### src/hdl/ed_exec_pkg.sv
// ---------------------------------------------------------------------------
// ed_exec_pkg
// Types, operation codes and flag helpers for the ED-group execute unit.
// ---------------------------------------------------------------------------
package ed_exec_pkg;

	typedef enum logic [4:0] {
		OP_ADC16  = 5'd0,  OP_SBC16 = 5'd1,  OP_NEG  = 5'd2,  OP_RRD  = 5'd3,
		OP_RLD    = 5'd4,  OP_INF   = 5'd5,  OP_LDAIR = 5'd6,
		OP_LDI    = 5'd7,  OP_CPI   = 5'd8,  OP_INI  = 5'd9,  OP_OUTI = 5'd10,
		OP_LDD    = 5'd11, OP_CPD   = 5'd12, OP_IND  = 5'd13, OP_OUTD = 5'd14,
		OP_LDIR   = 5'd15, OP_CPIR  = 5'd16, OP_INIR = 5'd17, OP_OTIR = 5'd18,
		OP_LDDR   = 5'd19, OP_CPDR  = 5'd20, OP_INDR = 5'd21, OP_OTDR = 5'd22
	} op_t;

	localparam logic [1:0] KIND_LD  = 2'd0;
	localparam logic [1:0] KIND_CP  = 2'd1;
	localparam logic [1:0] KIND_IN  = 2'd2;
	localparam logic [1:0] KIND_OUT = 2'd3;

	localparam logic [4:0] T_BLOCK  = 5'd16;
	localparam logic [4:0] T_REPEAT = 5'd21;

	typedef struct packed {
		logic [4:0]  operation;
		logic [7:0]  reg_a;
		logic [7:0]  reg_f;
		logic [15:0] reg_bc;
		logic [15:0] reg_de;
		logic [15:0] reg_hl;
		logic [15:0] operand_word;
		logic [7:0]  data_byte;
		logic        iff2;
		logic [7:0]  special_byte;
		logic [15:0] memptr;
		logic [15:0] pc;
	} ed_in_t;

	typedef struct packed {
		logic [7:0]  new_a;
		logic [7:0]  new_f;
		logic [15:0] new_bc;
		logic [15:0] new_de;
		logic [15:0] new_hl;
		logic [15:0] new_memptr;
		logic [15:0] new_pc;
		logic [7:0]  write_byte;
		logic        again;
		logic [4:0]  tstates;
	} ed_out_t;

	function automatic logic [7:0] szxy8(input logic [7:0] v);
		szxy8 = (v & 8'hA8) | ((v == 8'h00) ? 8'h40 : 8'h00);
	endfunction

	function automatic logic par_even(input logic [7:0] v);
		par_even = ~(^v);
	endfunction

endpackage

### src/hdl/ed_exec_alu.sv
// ---------------------------------------------------------------------------
// ed_exec_alu
// Combinational execute logic for one ED-group instruction.
// ---------------------------------------------------------------------------
module ed_exec_alu (
	input  ed_exec_pkg::ed_in_t  din,
	output ed_exec_pkg::ed_out_t dout
);
	import ed_exec_pkg::*;

	logic [16:0] add17, sub17;
	logic [12:0] addh, subh;
	logic [15:0] res16;
	logic [7:0]  neg8;
	logic [2:0]  base;
	logic [1:0]  kind;
	logic        down, rep, cont, c;
	logic [15:0] step, hl_s, de_s, bc_m1, bc_io, pc_m2;
	logic [7:0]  nld, rcp, ncp, nb, cl_s;
	logic        hcp;
	logic [8:0]  k;

	always_comb begin
		c     = din.reg_f[0];
		add17 = {1'b0, din.reg_hl} + {1'b0, din.operand_word} + {16'd0, c};
		sub17 = {1'b0, din.reg_hl} - {1'b0, din.operand_word} - {16'd0, c};
		addh  = {1'b0, din.reg_hl[11:0]} + {1'b0, din.operand_word[11:0]} + {12'd0, c};
		subh  = {1'b0, din.reg_hl[11:0]} - {1'b0, din.operand_word[11:0]} - {12'd0, c};
		neg8  = 8'h00 - din.reg_a;
		base  = 3'(din.operation - OP_LDI);
		kind  = base[1:0];
		down  = base[2];
		rep   = din.operation >= OP_LDIR;
		step  = down ? 16'hFFFF : 16'h0001;
		hl_s  = din.reg_hl + step;
		de_s  = din.reg_de + step;
		bc_m1 = din.reg_bc - 16'd1;
		nb    = din.reg_bc[15:8] - 8'd1;
		bc_io = {nb, din.reg_bc[7:0]};
		pc_m2 = din.pc - 16'd2;
		nld   = din.data_byte + din.reg_a;
		rcp   = din.reg_a - din.data_byte;
		hcp   = din.reg_a[3:0] < din.data_byte[3:0];
		ncp   = rcp - {7'd0, hcp};
		cl_s  = din.reg_bc[7:0] + step[7:0];
		k     = {1'b0, din.data_byte} +
			{1'b0, (kind == KIND_IN) ? cl_s : hl_s[7:0]};
		res16 = 16'd0;
		cont  = 1'b0;

		dout.new_a      = din.reg_a;
		dout.new_f      = din.reg_f;
		dout.new_bc     = din.reg_bc;
		dout.new_de     = din.reg_de;
		dout.new_hl     = din.reg_hl;
		dout.new_memptr = din.memptr;
		dout.new_pc     = din.pc;
		dout.write_byte = 8'h00;
		dout.again      = 1'b0;
		dout.tstates    = 5'd8;

		case (din.operation)
			OP_ADC16, OP_SBC16: begin
				res16 = (din.operation == OP_ADC16) ? add17[15:0] : sub17[15:0];
				if (din.operation == OP_ADC16) begin
					dout.new_f = {res16[15], res16 == 16'd0, res16[13], addh[12],
						res16[11],
						~(din.reg_hl[15] ^ din.operand_word[15]) &
						(din.reg_hl[15] ^ res16[15]), 1'b0, add17[16]};
				end else begin
					dout.new_f = {res16[15], res16 == 16'd0, res16[13], subh[12],
						res16[11],
						(din.reg_hl[15] ^ din.operand_word[15]) &
						(din.reg_hl[15] ^ res16[15]), 1'b1, sub17[16]};
				end
				dout.new_memptr = din.reg_hl + 16'd1;
				dout.new_hl     = res16;
				dout.tstates    = 5'd15;
			end
			OP_NEG: begin
				dout.new_f = szxy8(neg8) | {3'd0, din.reg_a[3:0] != 4'd0, 1'b0,
					din.reg_a == 8'h80, 1'b1, din.reg_a != 8'd0};
				dout.new_a = neg8;
			end
			OP_RRD, OP_RLD: begin
				if (din.operation == OP_RRD) begin
					dout.new_a      = {din.reg_a[7:4], din.data_byte[3:0]};
					dout.write_byte = {din.reg_a[3:0], din.data_byte[7:4]};
				end else begin
					dout.new_a      = {din.reg_a[7:4], din.data_byte[7:4]};
					dout.write_byte = {din.data_byte[3:0], din.reg_a[3:0]};
				end
				dout.new_f = szxy8(dout.new_a) |
					{5'd0, par_even(dout.new_a), 1'b0, c};
				dout.new_memptr = din.reg_hl + 16'd1;
				dout.tstates    = 5'd18;
			end
			OP_INF: begin
				dout.new_f = szxy8(din.data_byte) |
					{5'd0, par_even(din.data_byte), 1'b0, c};
				dout.new_memptr = din.reg_bc + 16'd1;
				dout.tstates    = 5'd12;
			end
			OP_LDAIR: begin
				dout.new_a   = din.special_byte;
				dout.new_f   = szxy8(din.special_byte) | {5'd0, din.iff2, 1'b0, c};
				dout.tstates = 5'd9;
			end
			OP_LDI, OP_CPI, OP_INI, OP_OUTI, OP_LDD, OP_CPD, OP_IND, OP_OUTD,
			OP_LDIR, OP_CPIR, OP_INIR, OP_OTIR, OP_LDDR, OP_CPDR, OP_INDR,
			OP_OTDR: begin
				dout.new_hl = hl_s;
				case (kind)
					KIND_LD: begin
						dout.new_de     = de_s;
						dout.new_bc     = bc_m1;
						dout.new_f      = {din.reg_f[7:6], nld[1], 1'b0, nld[3],
							bc_m1 != 16'd0, 1'b0, din.reg_f[0]};
						dout.write_byte = din.data_byte;
						cont            = bc_m1 != 16'd0;
					end
					KIND_CP: begin
						dout.new_bc     = bc_m1;
						dout.new_f      = {rcp[7], rcp == 8'd0, ncp[1], hcp, ncp[3],
							bc_m1 != 16'd0, 1'b1, c};
						dout.new_memptr = din.memptr + step;
						cont            = (bc_m1 != 16'd0) && (rcp != 8'd0);
					end
					default: begin
						dout.new_bc     = bc_io;
						dout.new_memptr = (kind == KIND_IN) ? din.reg_bc + step :
							bc_io + step;
						dout.write_byte = din.data_byte;
						dout.new_f      = szxy8(nb) | {3'd0, k[8], 1'b0,
							par_even({5'd0, k[2:0]} ^ nb), din.data_byte[7], k[8]};
						cont            = nb != 8'd0;
					end
				endcase
				dout.tstates = T_BLOCK;
				if (rep && cont) begin
					dout.new_pc  = pc_m2;
					dout.again   = 1'b1;
					dout.tstates = T_REPEAT;
					if (!kind[1]) dout.new_memptr = pc_m2 + 16'd1;
				end
			end
			default: ;
		endcase
	end

endmodule

### src/hdl/ed_group_execute_unit.sv
// Pipeline: a command taken at a clock edge passes the input register, then
// the result register, and its result is then strobed on done.
// Throughput: one command per cycle; busy is held low.
// Reset: arst_n clears the strobes; the payload registers are not reset.
// The receiver cannot stall: each result is valid for a single cycle.
// ---------------------------------------------------------------------------
// ed_group_execute_unit
// Execute stage for the ED-prefix instruction group: input register,
// combinational datapath, result register.
// ---------------------------------------------------------------------------
module ed_group_execute_unit (
	input  logic                 clk,
	input  logic                 arst_n,
	input  logic                 start,
	output logic                 busy,
	input  ed_exec_pkg::ed_in_t  cmd,
	output logic                 done,
	output ed_exec_pkg::ed_out_t result
);
	import ed_exec_pkg::*;

	ed_in_t  cmd_s1;
	logic    vld_s1;
	ed_out_t res_c;
	ed_out_t res_s2;
	logic    vld_s2;

	assign busy = 1'b0;

	always_ff @(posedge clk or negedge arst_n) begin
		if (!arst_n) begin
			vld_s1 <= 1'b0;
			vld_s2 <= 1'b0;
		end else begin
			vld_s1 <= start;
			vld_s2 <= vld_s1;
		end
	end

	always_ff @(posedge clk) begin
		if (start) cmd_s1 <= cmd;
		if (vld_s1) res_s2 <= res_c;
	end

	ed_exec_alu u_alu (
		.din  (cmd_s1),
		.dout (res_c)
	);

	assign done   = vld_s2;
	assign result = res_s2;

	a_done_follows: assert property (@(posedge clk) disable iff (!arst_n)
		start |-> ##2 done) else $error("start without done");
	a_no_spurious: assert property (@(posedge clk) disable iff (!arst_n)
		!start |-> ##2 !done) else $error("done without start");
	a_tstates: assert property (@(posedge clk) disable iff (!arst_n)
		done |-> (result.again == (result.tstates == T_REPEAT)))
		else $error("again and tstates disagree");

endmodule

### config.mk
export PLATFORM = sky130hd
export DESIGN_NAME = ed_group_execute_unit
export DESIGN_NICKNAME = d
export VERILOG_FILES = /design/src/hdl/ed_exec_pkg.sv /design/src/hdl/ed_exec_alu.sv /design/src/hdl/ed_group_execute_unit.sv
export SDC_FILE = /design/constraint.sdc
export NUM_CORES = 1
export LEC_CHECK = 0
export ABC_CLOCK_PERIOD_IN_PS = 9200
export BUFFER_PORTS_ARGS = -buffer_cell sky130_fd_sc_hd__buf_4
export CAP_MARGIN = 20
export CORE_AREA = 5 5 269 271
export CTS_CLUSTER_DIAMETER = 200
export CTS_CLUSTER_SIZE = 40
export DETAILED_ROUTE_END_ITERATION = 8
export DIE_AREA = 0 0 274 276
export MAX_ROUTING_LAYER = met4
export PLACE_DENSITY = 0.44
export SYNTH_ARGS = -nofsm -noshare
export SYNTH_HDL_FRONTEND = slang
export SYNTH_SLANG_ARGS = --single-unit
### constraint.sdc
create_clock -name clk -period 9.2 [get_ports clk]
set_input_delay 0.92 -clock clk [delete_from_list [all_inputs] [get_ports clk]]
set_output_delay 0.92 -clock clk [all_outputs]
set_load 0.03 [all_outputs]
# --- Word level (Yosys, flattened, before mapping) ---
# Cells that the tools add are included.
totals:
  regBits: 246
  input_bits: 137
  out_inout_bits: 112
  word_cells: 149
classes:
  reduce_logical: 23
  mux: 30
  n_eq_ne: 25
  addsub: 26
  magnitude_cmp: 2
  bitwise: 19
ops:
  columns: ["cell", "n"]
  rows:
  - ["$mux 16", 6]
  - ["$add 16x16->16", 5]
  - ["$mux 32", 2]
  - ["$pmux 16 s2", 2]
  - ["$add 16x1->16 const B", 3]
  - ["$logic_not 8->1", 6]
  - ["$pmux 16 s3", 1]
  - ["$pmux 24 s2", 1]
  - ["$pmux 8 s6", 1]
  - ["$eq 5x4->1 const B", 8]
  - ["$eq 5x5->1 const B", 7]
  - ["$mux 7", 5]
  - ["$mux 8", 4]
  - ["$or 8x8->8", 4]
  - ["$pmux 5 s5", 1]
  - ["$or 8x3->8", 3]
  - ["$pmux 8 s3", 1]
  - ["$reduce_bool 8->1", 3]
  - ["$reduce_xor 8->1", 3]
  - ["$eq 5x3->1 const B", 4]
  - ["$add 16x16->17", 1]
  - ["$add 17x1->17", 1]
  - ["$sub 16x16->17", 1]
  - ["$sub 17x1->17", 1]
  - ["other kinds (42)", 51]

# --- Longest topological paths before layout ---
# Gate-level depths: netlist (run 1).
logic_depth:
  word_depth: 11
  mapped_depth: 19
  mapped_depth_nobuf: 18

# --- Hierarchy ---
# Synthesis (run 1) repeated with hierarchy kept, for this count alone.
hier_totals:
  cells_unflattened: 1701
  area_unflattened_um2: 16895.0
modules_own_cells:
  columns: ["mod", "area_per_inst_um2", "cells_each", "seq_area_each_um2", "instances"]
  rows:
  - ["ed_exec_alu", 9506.6, 1453, 0.0, 1]
  - ["ed_group_execute_unit", 7388.3, 248, 7377.1, 1]

# --- Least setup slack after synthesis (run 1) ---
# OpenSTA, ideal clock, no wires.
synth_path:
  kind: "reg-to-reg"
  startpoint: "register cmd_s1[129] in the netlist's numbering"
  endpoint: "register res_s2, in the netlist result[96] (data pin)"
  arrival_ns: 6.264
  period_less_slack_ns: 6.525
  stages_incl_launch_ff: 17
  required_time_ns: 8.939
  path_buffers: 1
  setup_time_ns: 0.261
  path_slack_ns: 2.675
  path_cell_list: "edfxtp_1 -> ha_1 -> clkbuf_1 -> xor2_1 -> inv_1 -> fa_1 -> mux2_2 -> fa_1 -> xor2_1 -> xnor2_1 -> xnor2_1 -> xnor2_1 -> nand3_1 -> nand3_1 -> nor3_1 -> nor3b_1 -> nor3_1"
synth_lines:
  columns: ["element", "line_no", "source"]
  rows:
  - ["start, declared", "ed_group_execute_unit.sv:22", "ed_in_t cmd_s1;"]
  - ["start signal, assigned", "ed_group_execute_unit.sv:41", "if (start) cmd_s1 <= cmd;"]
  - ["end signal, assigned", "ed_group_execute_unit.sv:42", "if (vld_s1) res_s2 <= res_c;"]
  - ["end, declared", "ed_group_execute_unit.sv:25", "ed_out_t res_s2;"]

==> qor.yml, run 1 <==
timing:
  relSlewSlack_pct: 34.5
  rsz0062_at_grt: "no"
  setup_viol: 0
  max_freq_mhz: 209
  slew_viol_final: 0
  clock_skew_ns: 0.0425
  finalHoldViolCount: 0
  setup_tns_ns: 0
  period_needed_ns: 4.79
  finalCritPeriodShare_pct: 52.0
  worst-slew-pin-transition_ns: 0.983
  timing.final.ws_setup_ns: 4.41
pwr:
  leakagePower_nw: 7.98
  ir_drop_uv: 119
  power.density_nw_per_um2: 179
critical_path:
  rrSetupSlack_ns: 4.41
  crit_chain: "ha_1 > xor2_4 > buf_4 > inv_1 > fa_1 > mux2_2 > fa_1 > xor2_1 > xnor2_1 > xnor2_1 > xnor2_1 > nand3_1 > nand3_1 > nor3_1 > nor3b_1 > nor3_1"
  cp_max_fo: 55
  cpMostUsedCell: "xnor2_1"
  timing.rr.end: "result[96]"
  crit_slowest_cell: "buf_4"
  slowest_delay_ns: 0.56
  r2r_cells: 16
  arrival_ns: 5.09
  reg2reg_from: "cmd_s1[129]"
  critPathLaunchType: "register"
  cp-end-kind: "register"
  cp.required_ns: 9.50
  crit_buf_inv: 2
  crit_type: "reg2reg"
  crit_family: "adder cells"
hold_path:
  hp-class: "in2async"
global_routing:
  grt_usage_pct: 15.6
  overflow: 0
  antenna_found_initial: 3
  grt_pass1_vias: 13800
  grt_pass1_wl_um: 88300
  grt_max_degree: 73
yosys:
  ys_ff_latch: 246
  netlist_instances: 1719
  synth_edf_count: 244
  yosysSeqAreaShare_pct: 43.0
  synth.avg_cell_area_sq_um: 9.98
  synth_flop_cell: "edfxtp_1"
  yosysWarnings: 0
  netlist_area_sq_um: 17200
  synthArstFlopShare_pct: 0.813
  synth_cell_types: 88
  synthesis.nets: 2005
final_layout:
  fin_nets: 2205
  drive_gt1_share_pct: 16.9
  area_growth_pct: 18.7
die:
  die_y_um: 276
  dieArea_sq_um: 75600
  start_util_pct: 24.7
  placeableCoreArea_sq_um: 69500
  io_pins: 249
  fp.dieW_um: 274
  rows: 97
drt:
  drtPass1Iterations: 5
  num_vias: 13900
  drtAntennaViolNets: 0
  drc: 0
  drtIter0Drc: 1009
  routedWlPerCell_um: 21.0
  totalWireLength_um: 60000
  vias_per_cell: 4.84
cts:
  cts_root_buffer: "clkbuf_16"
  clk_pin_slew_worst_paths_ns: 0.16
  cts_buffers: 10
  cts_resized: 0
  cts-hold-fix-buffers: 0
  clock_path_buffers: 3
  clk_latency_ns: 0.54
  h-tree-depth: 1
  postCtsSetupBuffers: 0
  clock-sinks: 246
  cts_tree: "done"
run_status:
  status: "finished, final reports clean"
placement:
  io_buffers: 247
  post-place-ws_ns: 4.44
  place.gp.congestion: 0.869
  dp_hpwl_um: 46800
job:
  max_cap_viol_count: 0
[power breakdown]
part / switching [W] / total (W) / internal, W
Combinational: 0.000915 / 0.00153 / 0.000618
Clock: 0.000381 / 0.000609 / 0.000229
Sequential: 0.000117 / 0.00151 / 0.00139
Total: 0.00141 / 0.00365 / 0.00224
[synth_stat cells (33+ instances only)]
library cell	number	area, sq um
inv_1	104	390
nand3_1	33	165
o21ai_0	122	611
clkbuf_1	59	221
xor2_1	55	482
a21oi_1	97	485
nor2_1	121	454
edfxtp_1	244	7330
nor3_1	46	230
nand2_1	156	586
xnor2_1	108	946
ha_1	139	1740
[cell usage in the layout (no fill, tap or decap), drive strengths merged, types with 14 or more instances in the layout]
cell type / instances
a21o: 19
inv: 105
edfxtp: 244
buf: 265
o31ai: 20
nor2: 122
nand2: 163
nand3: 33
nor2b: 18
ha: 139
o21a: 14
or3: 16
a21oi: 98
mux2i: 28
nor3: 49
a22oi: 15
xor2: 55
and3: 14
xnor2: 108
nand2b: 18
a31oi: 19
o21ai: 128
[metrics by stage]
step | power (W) | std cells | area (sq um) | hold slack [ns] | util (%)
3_5_place_dp | 0.00307 | 2847 | 20000 | 0.546 | 28.8
6_report | 0.00365 | 2864 | 20400 | 0.138 | 29.3
5_1_grt | 0.00389 | 2864 | 20400 | 0.0978 | 29.3
3_3_place_gp | 0.00307 | 2847 | 20000 | 0.535 | 28.8
4_1_cts | 0.00371 | 2861 | 20400 | 0.108 | 29.3
2_1_floorplan | 0.00255 | 1719 | 17200 | 0.480 | -
[registers in the layout (all words and copies together), names as in the netlist]
register  cells
result      110
done          1
cmd_s1      134
vld_s1        1
[final cells by class]
cell class / instances / area [sq um]
Fill cell: 7287 / 49200
Multi-Input combinational cell: 1292 / 9100
Sequential cell: 246 / 7380
Timing Repair Buffer: 265 / 1990
Tap cell: 940 / 1180
Inverter: 104 / 390
Clock buffer: 12 / 279
Clock inverter: 2 / 41.3
Antenna cell: 3 / 7.51
[worst max path at each step]
stage	cells after the start	end	from
6_report	16	result[96]	cmd_s1[129]
3_5_place_dp	16	result[96]	cmd_s1[129]
2_1_floorplan	16	result[96]	cmd_s1[129]
4_1_cts	16	result[96]	cmd_s1[129]
3_3_place_gp	16	result[96]	cmd_s1[129]
5_1_grt	18	result[98]	cmd_s1[129]
[layer usage]
layer / up-vias / routed length, um / GRT usage, %
met4: 0 / 1810 / 4.76
met1: 6724 / 26600 / 20.4
met2: 361 / 28600 / 25.4
met5: - / 0 / -
li1: 6696 / - / -
met3: 70 / 2990 / 1.86
[logic make-up (layout without fill, tap and decap cells)]
group | count (synthesis) | count (layout) | share of synthesized area (%)
other | 1 | 4 | 0.0218
AND/OR/NAND/NOR | 505 | 505 | 14.4
AO/OA/AOI/OAI | 433 | 433 | 16.3
buffers and inverters | 181 | 383 | 4.21
multiplexers | 41 | 41 | 2.49
XOR/XNOR | 163 | 163 | 8.32
flip-flops | 246 | 246 | 43.0
adder cells (fa/ha/maj) | 149 | 149 | 11.3
No activity file was read; power rests on OpenSTA's default activity.
==> run 2: changes to the inputs <==
Settings changed: ABC_CLOCK_PERIOD_IN_PS 9200 to 5000.
Clock period 9.2 ns to 5 ns, I/O delays scaled along.
==> qor.yml, run 2 (synthesized netlist as in run 1, its figures left out) <==
run_status:
  status: "finished, final reports clean"  # unchanged
drt:
  num_vias: 13900  # about the same
  drc: 0  # unchanged
  vias_per_cell: 4.82  # was 4.84
  drtAntennaViolNets: 0  # unchanged
  routedWlPerCell_um: 21.2  # was 21.0 um
  totalWireLength_um: 60800  # was 60,000 um
  drtPass1Iterations: 8  # was 5
  drtIter0Drc: 1108  # was 1,009
global_routing:
  overflow: 0  # unchanged
  grt_usage_pct: 15.8  # was 15.6%
  grt_pass1_vias: 13900  # was 13,800
  gr-usage-met3_pct: 1.80  # was 1.86%
  grt_max_degree: 53  # was 73
  grt.busiest_layer: "met2"  # unchanged
  met1_usage_pct: 20.8  # was 20.4%
  antenna_found_initial: 1  # was 3
  grt_pass1_wl_um: 89600  # was 88,300 um
  use_met2_pct: 26.6  # was 25.4%
cts:
  clk_pin_slew_worst_paths_ns: 0.16  # about the same
  cts_root_buffer: "clkbuf_16"  # unchanged
  postCtsSetupBuffers: 0  # unchanged
  clk_latency_ns: 0.54  # about the same
  h-tree-depth: 1  # unchanged
  clock-sinks: 246  # unchanged
  cts_resized: 0  # unchanged
  cts_buffers: 10  # unchanged
  cts_tree: "done"  # unchanged
  clock_path_buffers: 3  # unchanged
timing:
  setup_viol: 0  # unchanged
  finalHoldViolCount: 0  # unchanged
  period_needed_ns: 4.43  # was 4.79 ns
  finalCritPeriodShare_pct: 88.7  # was 52.0%
  slew_viol_final: 0  # unchanged
  relSlewSlack_pct: 25.9  # was 34.5%
  max_freq_mhz: 226  # was 209 MHz
  setup_tns_ns: 0  # unchanged
  worst-slew-pin-transition_ns: 1.11  # was 0.983 ns
  rsz0062_at_grt: "no"  # unchanged
  clock_skew_ns: 0.0286  # was 0.0425 ns
placement:
  place.gp.congestion: 0.889  # was 0.869
  io_buffers: 247  # unchanged
  dp_hpwl_um: 47800  # was 46,800 um
  dp_cells: 2860  # was 2,847
final_layout:
  regArea_sq_um: 7380  # unchanged
  largest_register_ffs: 134  # unchanged
  final_cell_mix: "buf_4, edfxtp_1, nand2_1"  # unchanged
  fin_nets: 2219  # was 2,205
  nFillCells: 7290  # was 7,287
  regMostFlops: "cmd_s1"  # unchanged
  final_common_cell: "buf_4"  # unchanged
  multi_input_area_sq_um: 9100  # unchanged
  area_growth_pct: 19.2  # was 18.7%
  drive_gt1_share_pct: 17.5  # was 16.9%
  stdcell_count: 2876  # was 2,864
die:
  fp.dieW_um: 274  # unchanged
  start_util_pct: 24.7  # unchanged
  dieArea_sq_um: 75600  # unchanged
  die_y_um: 276  # unchanged
  io_pins: 249  # unchanged
  placeableCoreArea_sq_um: 69500  # unchanged
  rows: 97  # unchanged
pwr:
  power.total_w: 0.00676  # was 0.00365 W
  ir_drop_uv: 225  # was 119 uV
  power.density_nw_per_um2: 330  # was 179 nW/um^2
  leakagePower_nw: 8.05  # was 7.98 nW
hold_path:
  hp-class: "in2reg"  # was in2async
  hp-start: "cmd[81]"
job:
  max_cap_viol_count: 0  # unchanged
critical_path:
  cp_max_fo: 41  # was 55
  crit_type: "reg2reg"  # unchanged
  reg2reg_from: "cmd_s1[129]"  # unchanged
  arrival_ns: 4.69  # was 5.09 ns
  cp.required_ns: 5.26  # was 9.50 ns
  cp-end-kind: "register"  # unchanged
  critPathLaunchType: "register"  # unchanged
  critPathLaunch: "cmd_s1[129]"  # unchanged
-- run 2: metrics by stage --
step	utilization [%]	hold slack (ns)	cell area, sq um	setup WS (ns)
2_1_floorplan	-	0.204	17200	0.152
3_3_place_gp	29.0	0.284	20100	0.821
3_5_place_dp	29.0	0.285	20100	0.669
4_1_cts	29.4	0.0957	20500	0.634
5_1_grt	29.4	0.0904	20500	0.275
6_report	29.4	0.126	20500	0.566
-- run 2: area by class of cell --
cell class	count	share of cell area, %
well taps	940	5.75
diodes	1	0.0122
multi-input cells	1292	44.5
clock buffers	12	1.36
repair buffers	279	10.3
flip-flops and latches	246	36.1
clock inverters	2	0.177
inverters	104	1.91
-- run 2: path summary, 6_finish.rpt --
path                       slack [ns]  cells past startpoint          to
min in group asynchronous        0.27                      2      vld_s1
setup reg to reg                 0.57                     13  result[76]
hold / removal                   0.13                      1  cmd_s1[81]
max in group asynchronous        4.64                      2      vld_s1
hold reg to reg                  0.57                      1  result[77]
setup / recovery                 0.57                     13  result[76]
-- run 2: repair_timing --
item                       in CTS  in global routing
hold buffers                    1                  0
hold endpoints to repair        2                  0
setup endpoints to repair       0                  0
-- run 2: report_power, final --
group          switching, W  total [W]  internal [W]
combinational       0.00170    0.00285       0.00115
clock              0.000712    0.00114      0.000423
sequential         0.000213    0.00277       0.00256
-- run 2: layer usage --
layer | vias up | part of all wire (%) | wire, um
met5 | - | 0 | 0
met4 | 0 | 1.6 | 992
met3 | 41 | 4.5 | 2730
met2 | 358 | 49 | 29700
met1 | 6758 | 45 | 27400
li1 | 6718 | - | -
-- run 2: critical path, stage by stage, from the launching register on --
cell       delay, ns
edfxtp_1        0.48
ha_1            0.30
xor2_4          0.15
buf_4           0.43
ha_1            0.38
a21o_1          0.19
a21oi_1         0.23
o21bai_1        0.12
a2111oi_0       0.69
o31ai_1         0.24
or4_1           0.43
a31oi_1         0.23
xor2_1          0.17
o21ai_0         0.09
